**src/rtl/core/disk_head_scheduler_defines.svh**
```systemverilog
// Assertion macros shared by the disk head scheduler RTL.
`ifndef DISK_HEAD_SCHEDULER_DEFINES_SVH
`define DISK_HEAD_SCHEDULER_DEFINES_SVH

// Same-cycle implication, sampled on the rising clock edge, off during reset.
`define DHS_ASSERT_IMPL(lbl, ck, rs, ante, cons, msg) \
  lbl: assert property (@(posedge ck) disable iff (rs) (ante) |-> (cons)) else $error(msg);

// Next-cycle implication, sampled on the rising clock edge, off during reset.
`define DHS_ASSERT_NEXT(lbl, ck, rs, ante, cons, msg) \
  lbl: assert property (@(posedge ck) disable iff (rs) (ante) |=> (cons)) else $error(msg);

`endif

```
**src/rtl/core/dhs_pkg.sv**
```systemverilog
// Shared types, codes and helpers of the disk head scheduler.
package dhs_pkg;

  localparam int TrackW = 16;
  localparam int TotalW = 24;
  localparam int AlgW   = 2;
  localparam int CfgIdxW = 2;

  localparam logic [TrackW-1:0] MaxTrackReset = 16'd199;
  localparam logic [TotalW-1:0] TotalMax      = {TotalW{1'b1}};

  // Algorithm codes; the unused code falls back to first come first serve
  localparam logic [AlgW-1:0] ALG_FCFS  = 2'd0;
  localparam logic [AlgW-1:0] ALG_SCAN  = 2'd1;
  localparam logic [AlgW-1:0] ALG_CSCAN = 2'd2;

  // Configuration register indexes
  localparam logic [CfgIdxW-1:0] CFG_ALGORITHM = 2'd0;
  localparam logic [CfgIdxW-1:0] CFG_SCAN_DIR  = 2'd1;
  localparam logic [CfgIdxW-1:0] CFG_START     = 2'd2;
  localparam logic [CfgIdxW-1:0] CFG_MAX_TRACK = 2'd3;

  // Kind of result loaded into the output register
  typedef enum logic [2:0] {
    EMIT_NONE,
    EMIT_RAM,
    EMIT_TOP,
    EMIT_ZERO,
    EMIT_JUMP
  } emit_kind_t;

  // Commands from the controller to the datapath
  typedef struct packed {
    logic       ins;       // store the incoming request
    logic       copy;      // shift the sorted row out into the sorted RAM
    logic       run_init;  // park head at start, clear total
    logic       clr;       // batch finished, empty the store
    emit_kind_t emit;
    logic       src_fcfs;  // take visited track from the arrival RAM
    logic       last;      // result closes the batch
  } dhs_cmd_t;

  // Status from the datapath to the controller
  typedef struct packed {
    logic            out_free;
    logic [AlgW-1:0] alg;
    logic            dir;
  } dhs_stat_t;

  function automatic logic [TrackW-1:0] clamp_track(input logic [TrackW-1:0] t,
                                                    input logic [TrackW-1:0] m);
    clamp_track = (t > m) ? m : t;
  endfunction

endpackage

```
**src/rtl/core/dhs_ram.sv**
```systemverilog
// Generic single-write, single-read RAM with registered read data.
module dhs_ram #(
  parameter int WIDTH = 16,
  parameter int DEPTH = 32,
  localparam int AW = (DEPTH > 1) ? $clog2(DEPTH) : 1
) (
  input  logic             clk,
  input  logic             we,
  input  logic [AW-1:0]    waddr,
  input  logic [WIDTH-1:0] wdata,
  input  logic [AW-1:0]    raddr,
  output logic [WIDTH-1:0] rdata
);

  logic [WIDTH-1:0] mem [DEPTH];

  // Write port and registered read port
  always_ff @(posedge clk) begin
    if (we) begin
      mem[waddr] <= wdata;
    end
    rdata <= mem[raddr];
  end

endmodule

```
**src/rtl/core/dhs_datapath.sv**
```systemverilog
// Datapath: configuration, sorting row, request RAMs, head tracking, output register.
module dhs_datapath #(
  parameter int MAX_REQUESTS = 32,
  localparam int CntW = $clog2(MAX_REQUESTS + 1),
  localparam int IdxW = (MAX_REQUESTS > 1) ? $clog2(MAX_REQUESTS) : 1
) (
  input  logic                          clk,
  input  logic                          rst,
  // configuration writes
  input  logic                          cfg_valid,
  input  logic [dhs_pkg::CfgIdxW-1:0]   cfg_index,
  input  logic [dhs_pkg::TrackW-1:0]    cfg_data,
  // request payload
  input  logic [dhs_pkg::TrackW-1:0]    track,
  // controller link
  input  dhs_pkg::dhs_cmd_t             cmd,
  input  logic [IdxW-1:0]               addr,
  output dhs_pkg::dhs_stat_t            stat,
  output logic [CntW-1:0]               req_count,
  output logic [CntW-1:0]               below_count,
  output logic [CntW-1:0]               upto_count,
  // result register
  input  logic                          out_ready,
  output logic                          out_valid,
  output logic [dhs_pkg::TrackW-1:0]    visit_track,
  output logic [dhs_pkg::TrackW-1:0]    step_distance,
  output logic [dhs_pkg::TotalW-1:0]    total_distance,
  output logic                          is_edge,
  output logic                          end_of_run
);

  import dhs_pkg::*;

  // configuration registers
  logic [AlgW-1:0]   algorithm;
  logic              scan_direction;
  logic [TrackW-1:0] start_head;
  logic [TrackW-1:0] max_track;

  // run state
  logic [TrackW-1:0] head;
  logic [TotalW-1:0] total;

  // sorted row
  logic [TrackW-1:0] row     [MAX_REQUESTS];
  logic [TrackW-1:0] ins_row [MAX_REQUESTS];
  logic [TrackW-1:0] sh_row  [MAX_REQUESTS];
  logic              gt      [MAX_REQUESTS];

  logic [TrackW-1:0] trk_c;
  logic [TrackW-1:0] start_c;
  logic [TrackW-1:0] copy_val;
  logic              store_en;
  logic [TrackW-1:0] arr_rdata;
  logic [TrackW-1:0] srt_rdata;

  logic [TrackW-1:0] e_trk;
  logic              e_edge;
  logic [TrackW-1:0] e_dist;
  logic [TotalW:0]   e_sum;
  logic [TotalW-1:0] e_total;

  assign trk_c    = clamp_track(track, max_track);
  assign start_c  = clamp_track(start_head, max_track);
  assign copy_val = clamp_track(row[0], max_track);
  assign store_en = cmd.ins && (req_count < CntW'(MAX_REQUESTS));

  // Configuration writes
  always_ff @(posedge clk) begin
    if (rst) begin
      algorithm      <= ALG_FCFS;
      scan_direction <= 1'b1;
      start_head     <= '0;
      max_track      <= MaxTrackReset;
    end else if (cfg_valid) begin
      unique case (cfg_index)
        CFG_ALGORITHM: algorithm      <= cfg_data[AlgW-1:0];
        CFG_SCAN_DIR:  scan_direction <= cfg_data[0];
        CFG_START:     start_head     <= cfg_data;
        CFG_MAX_TRACK: max_track      <= cfg_data;
      endcase
    end
  end

  // Insertion: cells past the fill count act as larger than any track
  always_comb begin
    for (int i = 0; i < MAX_REQUESTS; i++) begin
      gt[i] = (CntW'(i) >= req_count) || (row[i] > trk_c);
    end
    ins_row[0] = gt[0] ? trk_c : row[0];
    for (int i = 1; i < MAX_REQUESTS; i++) begin
      ins_row[i] = gt[i] ? (gt[i-1] ? row[i-1] : trk_c) : row[i];
    end
  end

  // Shift toward cell zero while copying out
  always_comb begin
    sh_row[MAX_REQUESTS-1] = row[MAX_REQUESTS-1];
    for (int i = 0; i < MAX_REQUESTS - 1; i++) begin
      sh_row[i] = row[i+1];
    end
  end

  always_ff @(posedge clk) begin
    for (int i = 0; i < MAX_REQUESTS; i++) begin
      if (store_en) begin
        row[i] <= ins_row[i];
      end else if (cmd.copy) begin
        row[i] <= sh_row[i];
      end
    end
  end

  // Fill count and partition counts relative to the start track
  always_ff @(posedge clk) begin
    if (rst) begin
      req_count <= '0;
    end else if (cmd.clr) begin
      req_count <= '0;
    end else if (store_en) begin
      req_count <= req_count + CntW'(1);
    end
  end

  always_ff @(posedge clk) begin
    if (cmd.ins) begin
      below_count <= '0;
      upto_count  <= '0;
    end else if (cmd.copy) begin
      below_count <= below_count + CntW'(copy_val < start_c);
      upto_count  <= upto_count + CntW'(copy_val <= start_c);
    end
  end

  // Requests in arrival order
  dhs_ram #(.WIDTH(TrackW), .DEPTH(MAX_REQUESTS)) u_arr_ram (
    .clk   (clk),
    .we    (store_en),
    .waddr (req_count[IdxW-1:0]),
    .wdata (trk_c),
    .raddr (addr),
    .rdata (arr_rdata)
  );

  // Requests in ascending order
  dhs_ram #(.WIDTH(TrackW), .DEPTH(MAX_REQUESTS)) u_srt_ram (
    .clk   (clk),
    .we    (cmd.copy),
    .waddr (addr),
    .wdata (copy_val),
    .raddr (addr),
    .rdata (srt_rdata)
  );

  // Pick the stop, its distance and the saturated running total
  always_comb begin
    unique case (cmd.emit)
      EMIT_RAM: begin
        e_trk  = cmd.src_fcfs ? clamp_track(arr_rdata, max_track) : srt_rdata;
        e_edge = 1'b0;
      end
      EMIT_TOP: begin
        e_trk  = max_track;
        e_edge = 1'b1;
      end
      EMIT_ZERO, EMIT_JUMP: begin
        e_trk  = '0;
        e_edge = 1'b1;
      end
      default: begin
        e_trk  = '0;
        e_edge = 1'b0;
      end
    endcase
    if (cmd.emit == EMIT_JUMP) begin
      e_dist = max_track;
    end else begin
      e_dist = (e_trk > head) ? (e_trk - head) : (head - e_trk);
    end
    e_sum   = {1'b0, total} + (TotalW + 1)'(e_dist);
    e_total = e_sum[TotalW] ? TotalMax : e_sum[TotalW-1:0];
  end

  // Head position and total
  always_ff @(posedge clk) begin
    if (cmd.run_init) begin
      head  <= start_c;
      total <= '0;
    end else if (cmd.emit != EMIT_NONE) begin
      head  <= e_trk;
      total <= e_total;
    end
  end

  // Output register: load a result, drop it once transferred
  always_ff @(posedge clk) begin
    if (rst) begin
      out_valid <= 1'b0;
    end else if (cmd.emit != EMIT_NONE) begin
      out_valid <= 1'b1;
    end else if (out_ready) begin
      out_valid <= 1'b0;
    end
  end

  always_ff @(posedge clk) begin
    if (cmd.emit != EMIT_NONE) begin
      visit_track    <= e_trk;
      step_distance  <= e_dist;
      total_distance <= e_total;
      is_edge        <= e_edge;
      end_of_run     <= cmd.last;
    end
  end

  assign stat.out_free = !out_valid || out_ready;
  assign stat.alg      = algorithm;
  assign stat.dir      = scan_direction;

endmodule

```
**src/rtl/core/dhs_ctrl.sv**
```systemverilog
// Controller: loads a batch, copies it out sorted (SCAN and C-SCAN), then walks the service order.
module dhs_ctrl #(
  parameter int MAX_REQUESTS = 32,
  localparam int CntW = $clog2(MAX_REQUESTS + 1),
  localparam int IdxW = (MAX_REQUESTS > 1) ? $clog2(MAX_REQUESTS) : 1
) (
  input  logic               clk,
  input  logic               rst,
  input  logic               in_valid,
  input  logic               in_last,
  output logic               in_ready,
  input  dhs_pkg::dhs_stat_t stat,
  input  logic [CntW-1:0]    req_count,
  input  logic [CntW-1:0]    below_count,
  input  logic [CntW-1:0]    upto_count,
  output dhs_pkg::dhs_cmd_t  cmd,
  output logic [IdxW-1:0]    addr
);

  import dhs_pkg::*;

  typedef enum logic [2:0] {
    S_LOAD,
    S_COPY,
    S_SETUP,
    S_FETCH,
    S_EMIT,
    S_EDGE,
    S_JUMP
  } state_t;

  state_t          state;
  logic [IdxW-1:0] idx;
  logic [CntW-1:0] rem;
  logic            down;
  logic            seg2;

  logic            is_scan;
  logic            is_cscan;
  logic            is_fcfs;
  logic            up_first;
  logic [CntW-1:0] above_count;
  logic [CntW-1:0] past_count;
  logic [CntW-1:0] rem1;
  logic [CntW-1:0] rem2;
  logic            copy_done;

  assign is_scan     = (stat.alg == ALG_SCAN);
  assign is_cscan    = (stat.alg == ALG_CSCAN);
  assign is_fcfs     = !is_scan && !is_cscan;
  assign up_first    = is_cscan || stat.dir;
  assign above_count = req_count - below_count;
  assign past_count  = req_count - upto_count;
  assign copy_done   = ((CntW'(idx) + CntW'(1)) == req_count);

  // Lengths of the first and the return sweep
  always_comb begin
    if (is_fcfs) begin
      rem1 = req_count;
    end else if (up_first) begin
      rem1 = above_count;
    end else begin
      rem1 = upto_count;
    end
    rem2 = stat.dir ? below_count : past_count;
  end

  assign in_ready = (state == S_LOAD);
  assign addr     = idx;

  // Commands for the current state
  always_comb begin
    cmd          = '0;
    cmd.emit     = EMIT_NONE;
    cmd.src_fcfs = is_fcfs;
    unique case (state)
      S_LOAD: begin
        cmd.ins = in_valid;
      end
      S_COPY: begin
        cmd.copy = 1'b1;
      end
      S_SETUP: begin
        cmd.run_init = 1'b1;
      end
      S_FETCH: begin
      end
      S_EMIT: begin
        if (stat.out_free) begin
          cmd.emit = EMIT_RAM;
          cmd.last = (rem == CntW'(1)) && (seg2 || is_fcfs);
        end
      end
      S_EDGE: begin
        if (stat.out_free) begin
          cmd.emit = up_first ? EMIT_TOP : EMIT_ZERO;
          cmd.last = is_scan && (rem2 == '0);
        end
      end
      S_JUMP: begin
        if (stat.out_free) begin
          cmd.emit = EMIT_JUMP;
          cmd.last = (below_count == '0);
        end
      end
    endcase
    cmd.clr = cmd.last && (cmd.emit != EMIT_NONE);
  end

  // State, walk index and sweep counters
  always_ff @(posedge clk) begin
    if (rst) begin
      state <= S_LOAD;
      idx   <= '0;
      rem   <= '0;
      down  <= 1'b0;
      seg2  <= 1'b0;
    end else begin
      unique case (state)
        S_LOAD: begin
          if (in_valid && in_last) begin
            idx   <= '0;
            state <= is_fcfs ? S_SETUP : S_COPY;
          end
        end
        S_COPY: begin
          if (copy_done) begin
            state <= S_SETUP;
          end else begin
            idx <= idx + IdxW'(1);
          end
        end
        S_SETUP: begin
          seg2 <= 1'b0;
          rem  <= rem1;
          if (is_fcfs) begin
            idx  <= '0;
            down <= 1'b0;
          end else if (up_first) begin
            idx  <= below_count[IdxW-1:0];
            down <= 1'b0;
          end else begin
            idx  <= upto_count[IdxW-1:0] - IdxW'(1);
            down <= 1'b1;
          end
          state <= (rem1 == '0) ? S_EDGE : S_FETCH;
        end
        S_FETCH: begin
          state <= S_EMIT;
        end
        S_EMIT: begin
          if (stat.out_free) begin
            rem <= rem - CntW'(1);
            idx <= down ? (idx - IdxW'(1)) : (idx + IdxW'(1));
            if (rem != CntW'(1)) begin
              state <= S_FETCH;
            end else if (seg2 || is_fcfs) begin
              state <= S_LOAD;
            end else begin
              state <= S_EDGE;
            end
          end
        end
        S_EDGE: begin
          if (stat.out_free) begin
            seg2 <= 1'b1;
            if (is_cscan) begin
              state <= S_JUMP;
            end else begin
              rem <= rem2;
              if (stat.dir) begin
                idx  <= below_count[IdxW-1:0] - IdxW'(1);
                down <= 1'b1;
              end else begin
                idx  <= upto_count[IdxW-1:0];
                down <= 1'b0;
              end
              state <= (rem2 == '0) ? S_LOAD : S_FETCH;
            end
          end
        end
        S_JUMP: begin
          if (stat.out_free) begin
            idx   <= '0;
            rem   <= below_count;
            down  <= 1'b0;
            state <= (below_count == '0) ? S_LOAD : S_FETCH;
          end
        end
      endcase
    end
  end

endmodule

```
**src/rtl/core/disk_head_scheduler.sv**
```systemverilog
// Disk head scheduler: requests load one per cycle while loading (fill count up to MAX_REQUESTS).
// After the last request, SCAN and C-SCAN copy the sorted row to RAM, then a setup state runs
// (FCFS goes straight to setup). Each request result passes a registered RAM read, then the
// output register; each edge stop is loaded straight into the output register; both wait
// while the output is stalled.
// Reset (rst, synchronous) returns to loading with an empty batch and default configuration;
// request RAMs are not cleared and need no clearing pass.
`include "disk_head_scheduler_defines.svh"

module disk_head_scheduler #(
  parameter int MAX_REQUESTS = 32,
  localparam int CntW = $clog2(MAX_REQUESTS + 1),
  localparam int IdxW = (MAX_REQUESTS > 1) ? $clog2(MAX_REQUESTS) : 1
) (
  input  logic                        clk,
  input  logic                        rst,
  // configuration write channel
  input  logic                        cfg_valid,
  output logic                        cfg_ready,
  input  logic [dhs_pkg::CfgIdxW-1:0] cfg_index,
  input  logic [dhs_pkg::TrackW-1:0]  cfg_data,
  // request stream
  input  logic                        s_tvalid,
  output logic                        s_tready,
  input  logic [15:0]                 s_tdata,   // [15:0] track
  input  logic                        s_tlast,   // last request of the batch
  // result stream
  output logic                        m_tvalid,
  input  logic                        m_tready,
  output logic [55:0]                 m_tdata,   // [15:0] visit_track, [31:16] step_distance,
                                                 // [55:32] total_distance
  output logic                        m_tuser,   // [0] is_edge
  output logic                        m_tlast    // end_of_run
);

  import dhs_pkg::*;

  dhs_cmd_t          cmd;
  dhs_stat_t         stat;
  logic [IdxW-1:0]   addr;
  logic [CntW-1:0]   req_count;
  logic [CntW-1:0]   below_count;
  logic [CntW-1:0]   upto_count;
  logic [TrackW-1:0] visit_track;
  logic [TrackW-1:0] step_distance;
  logic [TotalW-1:0] total_distance;

  assign cfg_ready = 1'b1;

  dhs_ctrl #(.MAX_REQUESTS(MAX_REQUESTS)) u_ctrl (
    .clk         (clk),
    .rst         (rst),
    .in_valid    (s_tvalid),
    .in_last     (s_tlast),
    .in_ready    (s_tready),
    .stat        (stat),
    .req_count   (req_count),
    .below_count (below_count),
    .upto_count  (upto_count),
    .cmd         (cmd),
    .addr        (addr)
  );

  dhs_datapath #(.MAX_REQUESTS(MAX_REQUESTS)) u_datapath (
    .clk            (clk),
    .rst            (rst),
    .cfg_valid      (cfg_valid),
    .cfg_index      (cfg_index),
    .cfg_data       (cfg_data),
    .track          (s_tdata),
    .cmd            (cmd),
    .addr           (addr),
    .stat           (stat),
    .req_count      (req_count),
    .below_count    (below_count),
    .upto_count     (upto_count),
    .out_ready      (m_tready),
    .out_valid      (m_tvalid),
    .visit_track    (visit_track),
    .step_distance  (step_distance),
    .total_distance (total_distance),
    .is_edge        (m_tuser),
    .end_of_run     (m_tlast)
  );

  assign m_tdata = {total_distance, step_distance, visit_track};

  // Never overwrite a result that has not been transferred
  `DHS_ASSERT_IMPL(a_emit_free, clk, rst, cmd.emit != EMIT_NONE, stat.out_free, "result over busy output")
  // Closing result hands control back to loading
  `DHS_ASSERT_NEXT(a_last_load, clk, rst, (cmd.emit != EMIT_NONE) && cmd.last, s_tready, "no return to load")
  // Fill count stays within the store
  `DHS_ASSERT_IMPL(a_count_cap, clk, rst, 1'b1, req_count <= CntW'(MAX_REQUESTS), "request count overflow")

endmodule

```
**config.mk**
```make
export PLATFORM = sky130hd
export DESIGN_NAME = disk_head_scheduler
export DESIGN_NICKNAME = d
export VERILOG_FILES = /design/src/rtl/core/dhs_pkg.sv /design/src/rtl/core/dhs_ram.sv /design/src/rtl/core/dhs_datapath.sv /design/src/rtl/core/dhs_ctrl.sv /design/src/rtl/core/disk_head_scheduler.sv
export VERILOG_INCLUDE_DIRS = /design/src /design/src/rtl/core
export SDC_FILE = /design/constraint.sdc
export NUM_CORES = 2
export LEC_CHECK = 0
export BUFFER_PORTS_ARGS = -buffer_cell sky130_fd_sc_hd__buf_4
export CELL_PAD_IN_SITES_DETAIL_PLACEMENT = 2
export CELL_PAD_IN_SITES_GLOBAL_PLACEMENT = 2
export CORE_ASPECT_RATIO = 1.75
export CORE_UTILIZATION = 45
export DETAILED_ROUTE_END_ITERATION = 7
export GPL_TIMING_DRIVEN = 0
export HOLD_SLACK_MARGIN = 0.1
export PLACE_DENSITY_LB_ADDON = 0.1
export SETUP_SLACK_MARGIN = 0.4
export SYNTH_ARGS = -nofsm -noshare
export SYNTH_HDL_FRONTEND = slang
export SYNTH_HIERARCHICAL = 1
export SYNTH_SLANG_ARGS = --single-unit
```
**constraint.sdc**
```tcl
create_clock -name clk -period 9.62 [get_ports clk]
set_input_delay 1.924 -clock clk [delete_from_list [all_inputs] [get_ports clk]]
set_output_delay 1.924 -clock clk [all_outputs]
set_load 0.02 [all_outputs]
```
==> flow_summary_export.csv <==
group,metric,value,unit
placed_design,dpl_cell_area,0.0972,mm^2
timing,finalHoldViolCount,0,
placed_design,placement.io_buffers,98,
logic_synthesis,yosysMostFrequentCell,"edfxtp_1",
grt,use_met3,7.18,%
cells_and_area,area_delta_synth_final,11.8,%
timing,min_period_over_period,96.7,%
timing,fin_skew,0.0947,ns
worst_setup_path,critical_path_class,"in -> reg",
logic_synthesis,synth.distinct_cells,112,
logic_synthesis,syn_avg_cell_area,12.0,um^2
cts,cts_root_buf,"clkbuf_16",
power_and_ir_drop,ir_drop,0.000185,V
timing,relSlewSlack,-4.14,%
logic_synthesis,synthCells,7682,
status,violations,"capacitance limit, slew limit",
placed_design,dp_worst_setup_slack,-1.56,ns
floorplanning,num_io_pins,101,
logic_synthesis,synthAdderAreaFrac,8.90,%
logic_synthesis,yosysWarnings,6,
cts,cts_sinks,1736,
logic_synthesis,synth_flop_cell,"edfxtp_1",
route,dr.first_iter.drc_count,6242,
grt,grt_pass1_wl,615000,um
worst_setup_path,crit_cells,32,
route,drc,0,
worst_setup_path,critPathBufInv,7,
grt,gr-max-usage-layer,"met2",
grt,use_met2,74.0,%
worst_setup_path,cp-start-kind,"input port",
timing,worst_pin_slew,1.56,ns
route,drt-total-wl,443000,um
route,ant_nets,0,
status,status,"finished with violations",
power_and_ir_drop,p_leak,37.0,nW
logic_synthesis,synth.area.top_cells,"edfxtp_1, ha_1, mux2i_1, dfxtp_1, nand2_1",
logic_synthesis,synth_mux_area_share,6.58,%
timing,maxSlewViolCount,22,
worst_setup_path,cpLargestDelayFamily,"compound AO/OA/AOI/OAI gates",
run,max-cap-violations,4,
cts,ctsHtreeMaxLevel,4,
logic_synthesis,ys_async_sr_fraction,0,%
logic_synthesis,synth_compound_area_share,14.6,%
floorplanning,core.rowCount,219,
worst_setup_path,critPathCaptureType,"flop",
logic_synthesis,synth_xor_area_share,0.579,%
worst_setup_path,slowest_stage,"a311oi_1",
timing,setup_viol,0,
logic_synthesis,yosys.area.top_type,"edfxtp_1",
grt,grt.total_usage,42.0,%
cts,numCtsBuffers,179,
worst_setup_path,cp.required,10.31,ns
floorplanning,initial_utilization,45.4,%
timing,fin_setup_tns,0,ns
cells_and_area,final_net_count,8713,
placed_design,dp_hpwl,311000,um
grt,grt_overflow,0,
power_and_ir_drop,finalPower,0.0341,W
logic_synthesis,synth-edff-count,1610,
timing,fin_ws,0.321,ns
worst_setup_path,cp_max_fo,10,
floorplanning,die_h,601,um
grt,grtUsageMet1,40.6,%
placed_design,gp_congestion,0.952,
cts,cts_tree,"built",
floorplanning,dieArea,0.207,mm^2
worst_setup_path,worst_ep_arrival_time,9.99,ns
logic_synthesis,post-synth-top-area-fraction,52.4,%
cells_and_area,finish.instance_area,0.103,mm^2
logic_synthesis,synth_simple_gate_area_share,10.4,%
route,vias,74400,
cts,clk-insertion-delay-late,0.90,ns
timing,grt_setup_unrepaired,"false",
cts,clk_path_buf_depth,4,
power_and_ir_drop,power_density,330,mW/mm^2
cts,clk_pin_slew,0.07,ns
logic_synthesis,ys_seq_area_share,55.1,%
grt,grt_pass1_vias,82200,
route,viasPerCell,6.88,
worst_setup_path,critical_path.max_stage_delay,0.59,ns
floorplanning,die_w,344,um
logic_synthesis,synth_top_family_by_area,"compound AO/OA/AOI/OAI gates",
timing,period_minus_slack,9.30,ns
grt,grt_max_degree,68,
grt,antenna_found_initial,17,
logic_synthesis,synth-seq-cells,1736,
worst_setup_path,r2r_cells,29,
worst_hold_path,whs_path_depth,2,
floorplanning,core,0.204,mm^2
route,wire_per_inst,41.0,um
logic_synthesis,syn_nets,8376,
timing,max_clock_freq,0.108,GHz
cells_and_area,drive_above_1_share,11.4,%
route,drt_pass1_iterations,5,
logic_synthesis,ys_top_cells_by_count,"edfxtp_1, ha_1, mux2i_1, nand2_1, nor2_1",
logic_synthesis,synth_area,0.0923,mm^2
worst_hold_path,hold_class,"reg -> reg",
==> sequential cells by signal, summed over array words and instances, names as in the netlist, 3 cells and up <==
name / flops
u_ctrl/addr: 5
u_datapath/total_distance: 24
u_datapath/req_count: 6
u_datapath/u_srt_ram/mem: 512
u_datapath/u_srt_ram/rdata: 16
u_ctrl/state: 3
u_datapath/visit_track: 16
u_datapath/u_arr_ram/rdata: 16
u_datapath/start_head: 16
u_datapath/max_track: 16
u_datapath/u_arr_ram/mem: 512
u_datapath/below_count: 6
u_datapath/upto_count: 6
u_datapath/step_distance: 16
u_ctrl/rem: 6
u_datapath/head: 16
u_datapath/total: 24
u_datapath/row: 512
==> routing by layer <==
layer | share of wire [%] | wire, um
met5 | 0.020 | 90
met4 | 12 | 51900
met3 | 5.8 | 25800
met2 | 51 | 224000
met1 | 32 | 141000
==> where the power goes <==
part / switching (W) / total [W] / internal [W]
Combinational: 0.00923 / 0.0138 / 0.00452
Sequential: 0.00198 / 0.0131 / 0.0111
Clock: 0.00329 / 0.00721 / 0.00392
Total: 0.0145 / 0.0341 / 0.0196
==> worst reg2reg max path, delay by kind of cell (launching register included) <==
kind,cells,cell delay (ns)
multiplexers,1,0.34
flip-flops,1,0.67
adder cells (fa/ha/maj),3,1.25
buffers and inverters,5,1.20
AO/OA/AOI/OAI,12,3.75
AND/OR/NAND/NOR,8,1.87
==> area by class of cell <==
type | instances | area (um^2)
sequential | 1736 | 50900
clock buffer | 222 | 4780
clock inverter | 88 | 837
inverter | 180 | 678
fill | 19700 | 100000
tap | 2652 | 3320
antenna | 8 | 20.0
timing repair buffer | 156 | 1550
buffer | 508 | 2900
multi-input combinational | 5258 | 38300
==> kinds of logic after synthesis <==
| kind of cell | count (synthesis) |
|---|---|
| adders and majority gates | 654 |
| and+or+nand+nor | 1959 |
| xor gates and xnor gates | 61 |
| buffers and inverters | 688 |
| muxes | 602 |
| DFF | 1736 |
| AOI/OAI and AO/OA | 1981 |
| other | 1 |
==> cells in the final DEF (no fill, tap or decap), types with 22 or more instances in the layout <==
| cell type | Yosys | routed |
|---|---|---|
| edfxtp_1 | 1610 | 1610 |
| ha_1 | 649 | 649 |
| mux2i_1 | 565 | 565 |
| nand2_1 | 512 | 512 |
| a21oi_1 | 339 | 329 |
| nor2_1 | 389 | 316 |
| clkbuf_1 | 264 | 281 |
| o21ai_0 | 286 | 273 |
| nand3_1 | 265 | 265 |
| nor3_1 | 209 | 207 |
| a211oi_1 | 193 | 192 |
| clkbuf_16 | 0 | 183 |
| buf_4 | 62 | 182 |
| nand4_1 | 179 | 179 |
| o211ai_1 | 178 | 178 |
| inv_1 | 170 | 164 |
| a31oi_1 | 165 | 163 |
| a22oi_1 | 153 | 153 |
| a21o_1 | 139 | 139 |
| o21ai_1 | 130 | 137 |
| and3_1 | 138 | 137 |
| dfxtp_1 | 126 | 123 |
| buf_2 | 114 | 107 |
| nor2b_1 | 74 | 74 |
| a22o_1 | 73 | 73 |
| nor2_2 | 0 | 73 |
| o21a_1 | 72 | 72 |
| nand2b_1 | 44 | 44 |
| buf_8 | 13 | 42 |
| buf_6 | 32 | 40 |
| xnor2_1 | 36 | 36 |
| mux2_2 | 29 | 35 |
| clkinv_2 | 0 | 30 |
| clkinv_1 | 0 | 30 |
| or3_1 | 28 | 28 |
| xor2_1 | 25 | 25 |
| o221ai_1 | 24 | 24 |
| o31ai_1 | 24 | 24 |
| or2_2 | 22 | 22 |
==> final timing paths <==
check,to,slack (ns),start
worst max register to register,u_datapath/total[18],0.38,u_datapath/max_track[15]
worst max-delay path,u_datapath/total[18],0.32,m_tready
worst min register to register,u_ctrl/rem[5],0.51,u_ctrl/rem[5]
worst min-delay path,u_ctrl/rem[5],0.51,u_ctrl/rem[5]
==> what timing repair did <==
| item | in CTS | in global routing |
|---|---|---|
| setup endpoints to repair | 48 | 45 |
| hold buffers | 0 | 0 |
| setup buffers | 0 | 4 |
| gates resized for setup | 18 | 22 |
==> metrics by stage <==
step	hold slack [ns]	std cells	util (%)
floorplan	0.449	7682	-
global placement	0.483	10400	47.3
detailed placement	0.498	10500	47.7
CTS	0.506	10800	50.5
global route	0.527	10800	50.7
finish	0.505	10800	50.7
(Power assumes the default switching activity.)
